File: config.mk
export PLATFORM = sky130hd
export DESIGN_NAME = lce_ctrl
export DESIGN_NICKNAME = d
export VERILOG_FILES = /design/src/design/lce_pkg.sv /design/src/design/lce_ctrl.sv
export SDC_FILE = /design/constraint.sdc
export NUM_CORES = 1
export LEC_CHECK = 0
export BUFFER_PORTS_ARGS = -buffer_cell sky130_fd_sc_hd__buf_2
export CORE_AREA = 5 5 42 44
export DETAILED_ROUTE_END_ITERATION = 10
export DIE_AREA = 0 0 47 49
export PLACE_DENSITY = 0.66
export SLEW_MARGIN = 20
export SYNTH_ARGS = -nofsm -noshare
export SYNTH_HDL_FRONTEND = slang
export SYNTH_SLANG_ARGS = --single-unit
File: constraint.sdc
create_clock -name clk -period 1.4 [get_ports clk]
set_input_delay 0.07 -clock clk [delete_from_list [all_inputs] [get_ports clk]]
set_output_delay 0.07 -clock clk [all_outputs]
set_load 0.1 [all_outputs]
File: src/design/lce_pkg.sv
// Shared constants, types and helpers of the life cellular automaton engine.
`default_nettype none
package lce_pkg;

	localparam int MAX_WIDTH  = 128;
	localparam int MAX_HEIGHT = 128;
	localparam int ROW_W      = $clog2(MAX_HEIGHT);
	localparam int COL_W      = $clog2(MAX_WIDTH);
	localparam int SIZE_W     = 8;

	localparam logic [1:0] CMD_WRITE   = 2'd0;
	localparam logic [1:0] CMD_READ    = 2'd1;
	localparam logic [1:0] CMD_ADVANCE = 2'd2;
	localparam logic [1:0] CMD_CLEAR   = 2'd3;

	localparam logic CFG_WIDTH  = 1'b0;
	localparam logic CFG_HEIGHT = 1'b1;

	localparam logic [1:0] RS_ITEM = 2'd0;
	localparam logic [1:0] RS_ROW  = 2'd1;
	localparam logic [1:0] RS_NEXT = 2'd2;

	localparam logic [1:0] WS_CELL = 2'd0;
	localparam logic [1:0] WS_GEN  = 2'd1;
	localparam logic [1:0] WS_ZERO = 2'd2;

	typedef struct packed {
		logic       ld_item;
		logic [1:0] rsel;
		logic [1:0] wsel;
		logic       we;
		logic       ld_here;
		logic       gen_step;
		logic       row_inc;
		logic       cap_rv;
		logic       ld_out;
	} lce_ctl_t;

	typedef struct packed {
		logic [1:0] item_cmd;
		logic       row_last_max;
		logic       row_last_gen;
	} lce_sts_t;

	// Limit a size register to 1..maxv.
	function automatic logic [SIZE_W-1:0] clamp_size(input logic [SIZE_W-1:0] v,
		input logic [SIZE_W-1:0] maxv);
		logic [SIZE_W-1:0] r;
		if (v == '0) r = SIZE_W'(1);
		else if (v > maxv) r = maxv;
		else r = v;
		return r;
	endfunction

endpackage
`default_nettype wire

File: src/design/lce_ctrl.sv
// Controller: sequences commands, clearing sweeps and generation steps.
`default_nettype none
module lce_ctrl (
	input  wire logic              clk,
	input  wire logic              arst_n,
	input  wire logic              in_valid,
	output logic                   in_ready,
	output logic                   out_valid,
	input  wire logic              out_ready,
	input  wire lce_pkg::lce_sts_t sts,
	output lce_pkg::lce_ctl_t      ctl
);

	localparam logic [3:0] S_INIT = 4'd0;
	localparam logic [3:0] S_IDLE = 4'd1;
	localparam logic [3:0] S_DISP = 4'd2;
	localparam logic [3:0] S_MOD  = 4'd3;
	localparam logic [3:0] S_GLD  = 4'd4;
	localparam logic [3:0] S_GCMP = 4'd5;
	localparam logic [3:0] S_GRA  = 4'd6;
	localparam logic [3:0] S_CLR  = 4'd7;
	localparam logic [3:0] S_DONE = 4'd8;

	logic [3:0] state_q, state_d;
	logic       out_valid_q;

	assign in_ready  = (state_q == S_IDLE);
	assign out_valid = out_valid_q;

	always_comb begin
		state_d = state_q;
		ctl     = '0;
		ctl.rsel = lce_pkg::RS_ROW;
		ctl.wsel = lce_pkg::WS_ZERO;
		case (state_q)
			S_INIT: begin
				ctl.we      = 1'b1;
				ctl.row_inc = 1'b1;
				if (sts.row_last_max) state_d = S_IDLE;
			end
			S_IDLE: begin
				if (in_valid) begin
					ctl.ld_item = 1'b1;
					state_d     = S_DISP;
				end
			end
			S_DISP: begin
				case (sts.item_cmd)
					lce_pkg::CMD_WRITE, lce_pkg::CMD_READ: begin
						ctl.rsel = lce_pkg::RS_ITEM;
						state_d  = S_MOD;
					end
					lce_pkg::CMD_ADVANCE: state_d = S_GLD;
					default:              state_d = S_CLR;
				endcase
			end
			S_MOD: begin
				ctl.wsel = lce_pkg::WS_CELL;
				ctl.we   = (sts.item_cmd == lce_pkg::CMD_WRITE);
				ctl.cap_rv = (sts.item_cmd == lce_pkg::CMD_READ);
				state_d  = S_DONE;
			end
			S_GLD: begin
				ctl.ld_here = 1'b1;
				ctl.rsel    = lce_pkg::RS_NEXT;
				state_d     = S_GCMP;
			end
			S_GCMP: begin
				ctl.wsel     = lce_pkg::WS_GEN;
				ctl.we       = 1'b1;
				ctl.gen_step = 1'b1;
				state_d      = sts.row_last_gen ? S_DONE : S_GRA;
			end
			S_GRA: begin
				ctl.rsel = lce_pkg::RS_NEXT;
				state_d  = S_GCMP;
			end
			S_CLR: begin
				ctl.we      = 1'b1;
				ctl.row_inc = 1'b1;
				if (sts.row_last_max) state_d = S_DONE;
			end
			S_DONE: begin
				// hold the result until the output register frees up
				if (!out_valid_q || out_ready) begin
					ctl.ld_out = 1'b1;
					state_d    = S_IDLE;
				end
			end
			default: state_d = S_IDLE;
		endcase
	end

	always_ff @(posedge clk or negedge arst_n) begin
		if (!arst_n) begin
			state_q     <= S_INIT;
			out_valid_q <= 1'b0;
		end else begin
			state_q <= state_d;
			if (ctl.ld_out) out_valid_q <= 1'b1;
			else if (out_ready) out_valid_q <= 1'b0;
		end
	end

endmodule
`default_nettype wire
# [Word level (Yosys, flattened, before mapping)]
# Cells that the tools add are included.
[word_totals] in_bits=8 wordCells=47 reg_bits=5
[op_classes] n_reduce_logical=10 n_eq_ne=14 n_mux=21
[ops] cell="4-bit case mux with 8 select lines" count=1
[ops] cell="4-bit 2-to-1 mux" count=5
[ops] cell="4-bit by 3-bit == test with 1-bit output (second input constant)" count=4
[ops] cell="1-bit 2-to-1 mux" count=11
[ops] cell="4-bit by 2-bit == test with 1-bit output (second input constant)" count=2
[ops] cell="2-bit != test (second input constant)" count=4
[ops] cell="2-bit case mux with 2 select lines" count=2
[ops] cell="3-bit case mux with 2 select lines" count=1
[ops] cell="2-bit OR reduction" count=3
[ops] cell="4-bit by 1-bit == test with 1-bit output (second input constant)" count=1
[ops] cell="4-bit == test (second input constant)" count=1
[ops] cell="4-bit zero test" count=1
[ops] cell="4-bit AND reduction" count=1
[ops] cell="3-bit OR reduction" count=1
[ops] cell="2-bit by 1-bit == test with 1-bit output (second input constant)" count=1
[ops] cell="2-bit == test (second input constant)" count=1
[ops] cell="2-bit zero test" count=1
[ops] cell="1-bit case mux with 2 select lines" count=1
[ops] cell="2-bit nonzero test" count=1
[ops] cell="1-bit zero test" count=1
[ops] cell="1-bit logical OR" count=1

# [Longest topological paths before layout]
# Gate-level depths: netlist of run 1.
[logic_depth] ltp_word=5 mapped_depth=6 depth_no_buf=4

# [Worst setup path after synthesis of run 1]
# Ideal clock, no wire load.
[synth_timing] kind="reg2out" start="register state_q[1]" end="output port ctl[10] (netlist bit)" path_slack_ns=-2.371 arrival_ns=3.701 stages_incl_launch_ff=5 path_buffers=1 path_cell_list="dfrtp_1 > buf_2 > nand2b_1 > nor3_1 > and2_1"
[synth_lines] item="start, declared" line="lce_ctrl.sv:24" source="logic [3:0] state_q, state_d;"
[synth_lines] item="start signal, assigned" line="lce_ctrl.sv:99" source="state_q <= state_d;"
[synth_lines] item="end, declared" line="lce_ctrl.sv:11" source="output lce_pkg::lce_ctl_t ctl"

==> results of run 1 <==
sequential cells by signal, summed over array words and instances (netlist names):
signal     count
state_q        4
out_valid      1
routing by layer:
metal,share of wire (%),up-vias,wire [um]
li1,-,303,-
met2,59,12,928
met4,0,0,0
met5,0,-,0
met3,4.0,0,63
met1,37,296,593
worst reg2reg max path: stages, from the launching register on:
cell,delay [ps]
dfrtp_2,450
buf_6,140
buf_4,150
a211oi_2,210
a31oi_1,80
o31ai_2,230
what timing repair did:
action                     4_1_cts  5_1_grt
gates resized for setup         12       15
hold buffers                     1        0
hold endpoints to repair         5        0
setup buffers                    5        4
pin swaps                        4        4
setup endpoints to repair       11       12
worst paths after layout:
kind,to,depth (start not counted)
max,ctl[10],5
min,state_q[3]$_DFFE_PN0P_,3
max reg2reg,state_q[1]$_DFFE_PN0P_,5
min reg2reg,out_valid$_DFFE_PN0P_,2
max in group asynchronous,state_q[0]$_DFFE_PN0P_,2
min in group asynchronous,state_q[1]$_DFFE_PN0P_,2
cell families after synthesis:
| kind of cell | Yosys count | synth area share (%) |
|---|---|---|
| AO/OA/AOI/OAI | 19 | 27.7 |
| XOR/XNOR | 1 | 1.88 |
| flip-flops | 5 | 26.9 |
| buffers and inverters | 10 | 12.1 |
| AND/OR/NAND/NOR | 27 | 31.5 |
stage by stage:
stage / cell area [um^2] / hold WS (ps) / utilization, %
6_report: 1080 / 164 / 77.3
5_1_grt: 1080 / 188 / 77.3
4_1_cts: 995 / 142 / 71.0
3_5_place_dp: 883 / -113 / 63.0
3_3_place_gp: 883 / -113 / 63.0
2_1_floorplan: 577 / -226 / -
layout make-up:
type                       instances  area (um^2)
clock buffer                       4         26.3
fill                              95          318
timing repair buffer              41          474
inverter                           4         15.0
sequential                         5          131
multi-input combinational         47          417
tap                               16         20.0
cells in the mapped netlist:
library cell	count	area, um^2
nand2_1	4	15.0
buf_6	2	22.5
and3_1	1	6.26
a311o_1	1	10.0
a211oi_2	1	12.5
o21ai_0	4	20.0
nor3_2	1	10.0
a211oi_1	1	7.51
xnor2_1	1	8.76
nor2_1	6	22.5
nor2b_1	1	6.26
inv_1	3	11.3
nand4b_1	1	8.76
o31ai_2	1	12.5
dfrtp_1	5	125
clkbuf_1	1	3.75
a21oi_1	6	30.0
o22ai_1	1	6.26
nor3_1	2	10.0
and2_1	1	6.26
a31oi_1	2	12.5
a211o_1	2	17.5
nor4_1	2	12.5
inv_2	1	3.75
nand3_1	1	5.00
nand2b_1	4	25.0
buf_2	3	15.0
or3_1	3	18.8
==> qor.yml, run 1 <==
reg2reg_from: "state_q[1]$_DFFE_PN0P_"
syn_inst: 62
min_path_type: "in2reg"
path_buf_inv: 2
clk_pin_slew_ps: 40
num_vias: 611
met2_usage_pct: 24.4
clockBufferDepth: 2
cts_tree: "built"
status: "finished, violations left"
grt_pass1_wl_um: 2420
critPathKind: "reg2out"
wirelength_um: 1590
ioPinCount: 21
syn_area_um2: 465
violations: "setup timing"
fin_crit_sh_pct: 110
drt_first_pass_iters: 4
dp_hpwl_um: 1170
crit_required_ps: 1330
die_y_um: 49
grt.busiest_layer: "met2"
finalHoldViolCount: 0
synth_fp_nets: 70
area_delta_synth_final_pct: 133
relSlewSlack_pct: 67.9
fin_tns_setup_ps: -917
clock-sinks: 5
synth.avg_cell_area_um2: 7.51
port_buffers: 20
synth_seq_area_share_pct: 26.9
max_freq_ghz: 0.650
clk_latency_ps: 240
grt_pass1_vias: 570
max_stage_delay_ps: 450
endpoint_kind: "output port"
yosysWarnings: 0
wl_per_cell_um: 13.6
drt_iter0_markers: 6
dp_slack_ps: -1.68
critPathLaunchType: "register"
fp-row-count: 14
crit_chain: "buf_6 > nand2b_4 > nor3_4 > and2_4 > buf_12"
die_area_um2: 2300
slowest_stage: "dfrtp_2"
final.min_clock_period_ps: 1540
cts_root_buffer: "clkbuf_4"
grt_use_total_pct: 13.9
finalNonFillerCells: 117
antenna_found_initial: 0
cap_violations: 0
grt_max_degree: 9
core_area_um2: 1400
synth-seq-cells: 5
path_delay_family: "simple AND/OR/NAND/NOR gates"
rsz0062_at_grt: "true"
worst_slack_ps: -139
use_met1_pct: 16.5
use_met3_pct: 4.43
setup_viol: 10
die-width_um: 47
slew_viol_final: 0
diodes: 0
final_cell_mix: "12 x buf_12, 11 x buf_4, 9 x buf_6"
initial_utilization_pct: 33.2
crit_arrival_ps: 1470
synth_cell_types: 28
numPlacedInstances: 104
crit_fanout: 5
vias_per_cell: 5.22
tightestPinTransition_ps: 485
postRouteAntennaNets: 0
mostFrequentLayoutCell: "buf_12"
cts_buffers: 3
layout-drive-gt1-share_pct: 67.3
startpoint: "state_q[1]$_DFFE_PN0P_"
skew_ps: 0.531
htree_num_levels: 1
drc_errors: 0
min-delay-start: "sts[0]"
nets: 110
r2r_setup_slack_ps: 50
overflow: 0
gp_congestion: 0.854
Power of run 1 is left out: the tool's default activity adds up to more than one toggle a clock period on the data nets, which glitch-free logic cannot reach.
==> run 2: changes to the inputs <==
- CORE_AREA: 5 5 42 44 -> 2 2 39 41
- DIE_AREA: 0 0 47 49 -> 0 0 41 43
- TNS_END_PERCENT: not set -> 50
==> run 2 against run 1 <==
  * The flow still finishes with violations (setup timing)
  * Flip-flop and latch count stayed put
  * Non-clock buffer count decreased by 7
  * Global-route usage rose by 6.6 points
  * Register-to-register slack better by 20 ps
  * Worst setup slack improved by 20 ps
  * Hold slack got worse by 4.6 ps
  * Critical path type unchanged
  * Highest routed layer is now met4
==> qor.yml, run 2 (synthesis results as in run 1) <==
die_y_um: 43  # -12%
top_register: "state_q"
path_buf_inv: 1  # -1
grt_pass1_vias: 556  # -2.5%
cts_tree: "built"
hold_ws_ps: 159  # -4.56 ps
antenna_found_initial: 0  # unchanged
nets: 103  # -6.4%
gp_congestion: 0.830  # -2.8%
critPathKind: "reg2out"
drc_errors: 0  # unchanged
min_to: "state_q[3]$_DFFE_PN0P_"
relSlewSlack_pct: 68.0  # +0.069 points
max_freq_ghz: 0.658  # +1.3%
critPathLaunchType: "register"
final_cell_mix: "11 x buf_12, 8 x buf_2, 7 x buf_6, 7 x buf_4"
crit_required_ps: 1330  # about the same
largest_register_ffs: 4  # unchanged
dp_hpwl_um: 1090  # -6.2%
vias_per_cell: 5.24  # +0.27%
finalHoldViolCount: 0  # unchanged
mostFrequentLayoutCell: "buf_12"
setup_viol: 11  # +1
slowest_stage: "dfrtp_2"
num_vias: 576  # -5.7%
violations: "setup timing"
min-delay-start: "sts[0]"
cts_root_buffer: "clkbuf_4"
min_path_type: "in2reg"
crit_fanout: 5  # unchanged
clk_pin_slew_ps: 50  # about the same
slew_viol_final: 0  # unchanged
endpoint_kind: "output port"
numPlacedInstances: 101  # -2.9%
area_delta_synth_final_pct: 112
cap_violations: 0  # unchanged
initial_utilization_pct: 33.6  # +0.42 points
final.min_clock_period_ps: 1520  # -20.3 ps
crit_chain: "or3_4 > a21oi_4 > buf_12"
r2r_setup_slack_ps: 70  # +20 ps
fill_cells: 102  # +7.4%
finalNonFillerCells: 110  # -6.0%
layout-drive-gt1-share_pct: 60.6  # -6.7 points
ioPinCount: 21  # unchanged
drt_first_pass_iters: 4  # unchanged
crit_arrival_ps: 1450  # -20 ps
skew_ps: 1.24  # +0.709 ps
htree_num_levels: 1  # unchanged
die_area_um2: 1760  # -23%
overflow: 0  # unchanged
fin_tns_setup_ps: -765  # +152 ps
diodes: 0  # unchanged
worst_slack_ps: -119  # +20.3 ps
clock-sinks: 5  # unchanged
wirelength_um: 1500  # -5.2%
die-width_um: 41  # -13%
hold_path_depth: 3  # unchanged
cts_buffers: 3  # unchanged
drt_iter0_markers: 14  # +8
reg2reg_depth: 5  # unchanged
fp-row-count: 14  # unchanged
grt_use_total_pct: 20.5  # +6.6 points
grt_max_degree: 10  # +1
wl_per_cell_um: 13.7  # +0.80%
reg2reg_from: "state_q[1]$_DFFE_PN0P_"
post-route-util_pct: 71.4  # -5.9 points
clockBufferDepth: 2  # unchanged
core_area_um2: 1380  # -1.2%
rsz0062_at_grt: "true"
postRouteAntennaNets: 0  # unchanged
path_delay_family: "flip-flops"
port_buffers: 20  # unchanged
max_stage_delay_ps: 440  # about the same
tightestPinTransition_ps: 484  # -1.03 ps
grt_pass1_wl_um: 2430  # +0.54%
r2r_end: "state_q[0]$_DFFE_PN0P_"
fin_crit_sh_pct: 108  # -1.5 points
status: "finished, violations left"
clk_latency_ps: 240  # about the same
run 2: per-layer routing:
metal  share of wire (%)  global-route usage [%]  wire [um]  up-vias
met1                  41                    25.6        609      277
li1                    -                       -          -      286
met4                0.53                    8.00          8        0
met5                   0                       0          0        -
met2                  56                    34.1        848       11
met3                 2.5                    2.09         38        2
run 2: tightest hold or removal path: stages:
cell	delay [ps]
buf_2	110
a21oi_1	70
o22ai_1	100
run 2: worst max-delay path by stage:
| stage | from | endpoint | slack, ps | depth (start not counted) |
|---|---|---|---|---|
| 2_1_floorplan | state_q[1]$_DFFE_PN0P_ | ctl[10] | -610 | 4 |
| 3_3_place_gp | state_q[2]$_DFFE_PN0P_ | ctl[2] | 90 | 3 |
| 3_5_place_dp | state_q[1]$_DFFE_PN0P_ | ctl[10] | 50 | 5 |
| 4_1_cts | state_q[2]$_DFFE_PN0P_ | ctl[2] | -130 | 3 |
| 5_1_grt | state_q[1]$_DFFE_PN0P_ | ctl[10] | -160 | 5 |
| 6_report | state_q[2]$_DFFE_PN0P_ | ctl[2] | -120 | 3 |
run 2: cell type report:
class                           count  area (um^2)  area share [%]
Clock buffer                        4         26.3            2.66
Inverter                            4         15.0            1.52
Tap cell                           16         20.0            2.03
Timing Repair Buffer               34          402            40.6
Multi-Input combinational cell     47          395            40.0
Sequential cell                     5          130            13.2
run 2: through the flow:
step	setup slack, ps	instance area (um^2)
final	-119	988
after global routing	-157	988
after CTS	-130	983
after detailed placement	50.2	863
after global placement	90.4	863
after floorplan	-612	564
run 2: repair_timing:
action	4_1_cts	5_1_grt
buffers inserted	4	0
pin swaps	6	2
gates resized for setup	15	2
setup endpoints to repair	11	13
hold buffers	1	0
hold endpoints to repair	5	0
Power of run 2 is left out for the same reason.
==> run 3: changes to the inputs <==
--- a/config.mk
+++ b/config.mk
@@ -8,7 +8,9 @@
 export BUFFER_PORTS_ARGS = -buffer_cell sky130_fd_sc_hd__buf_2
 export CORE_AREA = 2 2 39 41
+export CTS_BUF_LIST = sky130_fd_sc_hd__clkbuf_4
 export DETAILED_ROUTE_END_ITERATION = 10
 export DIE_AREA = 0 0 41 43
 export PLACE_DENSITY = 0.66
+export RECOVER_POWER = 100
 export SLEW_MARGIN = 20
 export SYNTH_ARGS = -nofsm -noshare
==> constraint.sdc (replaced) <==
create_clock -name clk -period 1.4 [get_ports clk]
set_input_delay 0.07 -clock clk [delete_from_list [all_inputs] [get_ports clk]]
set_output_delay 0.07 -clock clk [all_outputs]
set_load 0.02 [all_outputs]
==> run 3 against run 2 <==
  * The run still ends with setup timing left
  * First-iteration DRC count fell by 57%
  * Utilization fell by 21 points
  * Cell count fell by 2.7%
  * Die area did not move
  * Hold slack got worse by 19 ps
  * Routed wire length fell by 17%
==> qor.yml, run 3 (synthesis results as in run 1) <==
fp-row-count: 14  # unchanged
ioPinCount: 21  # unchanged
die-width_um: 41  # unchanged
placed_cell_area_um2: 599  # -31%
clockBufferDepth: 2  # unchanged
status: "finished, violations left"
leakagePower_nw: 0.332
max_freq_ghz: 0.694  # +5.4%
cts_buffers: 3  # unchanged
drt_iter0_markers: 6  # -8
dp_slack_ps: 107  # +56.9 ps
tightestPinTransition_ps: 272  # -212 ps
grt_max_degree: 15  # +5
die_y_um: 43  # unchanged
violations: "setup timing"
slew_viol_final: 0  # unchanged
gp_congestion: 0.808  # -2.7%
worst_slack_ps: -40.6  # +78.3 ps
clkPwrFrac_pct: 11.5
crit_arrival_ps: 1370  # -80 ps
cts_root_buffer: "clkbuf_4"
path_buf_inv: 2  # +1
grt.busiest_layer: "met2"
top_register: "state_q"
ir_drop_mv: 0.767
cts_tree: "built"
overflow: 0  # unchanged
skew_ps: 5.16  # +3.92 ps
final.min_clock_period_ps: 1440  # -78.3 ps
clock-sinks: 5  # unchanged
switchingPower_w: 0.000771
nets: 100  # -2.9%
critPathLaunchType: "register"
diodes: 0  # unchanged
vias_per_cell: 5.07  # -3.3%
port_buffers: 20  # unchanged
path_delay_family: "flip-flops"
finalHoldViolCount: 0  # unchanged
regArea_um2: 130  # unchanged
num_vias: 542  # -5.9%
setup_viol: 3  # -8
clk_latency_ps: 240  # about the same
core_area_um2: 1380  # unchanged
critPathKind: "reg2out"
fin_crit_sh_pct: 103  # -5.6 points
met2_usage_pct: 25.3  # -8.8 points
largest_register_ffs: 4  # unchanged
fill_cells: 147  # +44%
drt_first_pass_iters: 4  # unchanged
finalNonFillerCells: 107  # -2.7%
multiInputGateArea_um2: 302  # -24%
use_met1_pct: 20.6  # -5.0 points
power.density_nw_per_um2: 2330
endpoint_kind: "output port"
final_cell_mix: "14 x buf_2, 11 x buf_4, 6 x nor2_1"
switching_share_pct: 47.1
min_path_type: "in2reg"
rsz0062_at_grt: "true"
crit_chain: "buf_12 > xnor2_1 > or3_1 > buf_6"
cap_violations: 0  # unchanged
crit_fanout: 5  # unchanged
grt_use_total_pct: 16.6  # -3.9 points
numPlacedInstances: 97  # -4.0%
intPower_w: 0.000867
htree_num_levels: 1  # unchanged
final_area_um2: 703  # -29%
grt_pass1_wl_um: 1960  # -19%
layout-drive-gt1-share_pct: 48.4  # -12 points
use_met3_pct: 7.85  # +5.8 points
area_delta_synth_final_pct: 51.1
grt_pass1_vias: 471  # -15%
dp_hpwl_um: 841  # -23%
wl_per_cell_um: 11.6  # -15%
die_area_um2: 1760  # unchanged
postRouteAntennaNets: 0  # unchanged
relSlewSlack_pct: 81.9  # +14 points
mostFrequentLayoutCell: "buf_2"
max_stage_delay_ps: 430  # about the same
wirelength_um: 1240  # -17%
pwr-share-seq_pct: 20.9
crit_required_ps: 1330  # about the same
initial_utilization_pct: 33.6  # unchanged
drc_errors: 0  # unchanged
slowest_stage: "dfrtp_2"
antenna_found_initial: 0  # unchanged
total_power_w: 0.00164
clk_pin_slew_ps: 50  # about the same
comb_power_share_pct: 67.6
## run 3: changes by cell type in the layout (fill, tap and decap cells not counted), sizes merged
| cell | before | now |
|---|---|---|
| clkbuf | 4 | 7 |
| buf | 33 | 27 |
## run 3: repair_timing
item,4_1_cts,5_1_grt
resized for setup,12,1
setup endpoints to repair,8,11
gates cloned,0,0
hold buffers,1,0
endpoints found under the hold margin,5,0
pin swaps,0,0
setup buffers,5,0
## run 3: tightest hold or removal path, delay by kind of cell
family,cells,cell delay [ps]
AND/OR/NAND/NOR,2,210
buffers and inverters,1,70
## run 3: layer usage
metal	wire, um	vias to the layer above
met1	565	241
met3	78	0
met4	0	0
met2	597	21
li1	-	280
met5	0	-
## run 3: final timing paths
path / slack [ps] / from / end / cells past startpoint
worst max-delay path: -40 / state_q[2]$_DFFE_PN0P_ / ctl[7] / 4
worst min-delay path: 140 / out_ready / out_valid$_DFFE_PN0P_ / 3
worst max register to register: 10 / state_q[1]$_DFFE_PN0P_ / state_q[0]$_DFFE_PN0P_ / 4
worst min register to register: 530 / out_valid$_DFFE_PN0P_ / out_valid$_DFFE_PN0P_ / 2
max in group asynchronous: 960 / arst_n / state_q[2]$_DFFE_PN0P_ / 2
min in group asynchronous: 200 / arst_n / out_valid$_DFFE_PN0P_ / 2
## run 3: metrics by stage
step	setup TNS [ps]	utilization, %	hold slack (ps)
detailed placement	0	43.3	-110
CTS	-112	51.0	136
global placement	0	43.3	-112
floorplan	-7.98	-	-226
global route	-532	50.8	170
finish	-102	50.8	140
## run 3: final cells by class
type                       instances  area share (%)
clock buffer                       4            4.27
inverter                           4            2.14
timing repair buffer              31            29.4
multi-input combinational         47            42.9
tap                               16            2.85
sequential                         5            18.5
## run 3: power groups by stage
| stage | registers, W | logic (W) | clock network [W] |
|---|---|---|---|
| after floorplan | 0.000263 | 0.000732 | 0 |
| after global placement | 0.000352 | 0.000901 | 0 |
| after detailed placement | 0.000357 | 0.000908 | 0 |
| after CTS | 0.000337 | 0.00111 | 0.000198 |
| after global routing | 0.000353 | 0.00121 | 0.000211 |
| final | 0.000343 | 0.00111 | 0.000188 |
Power figures use the tool's default switching activity.
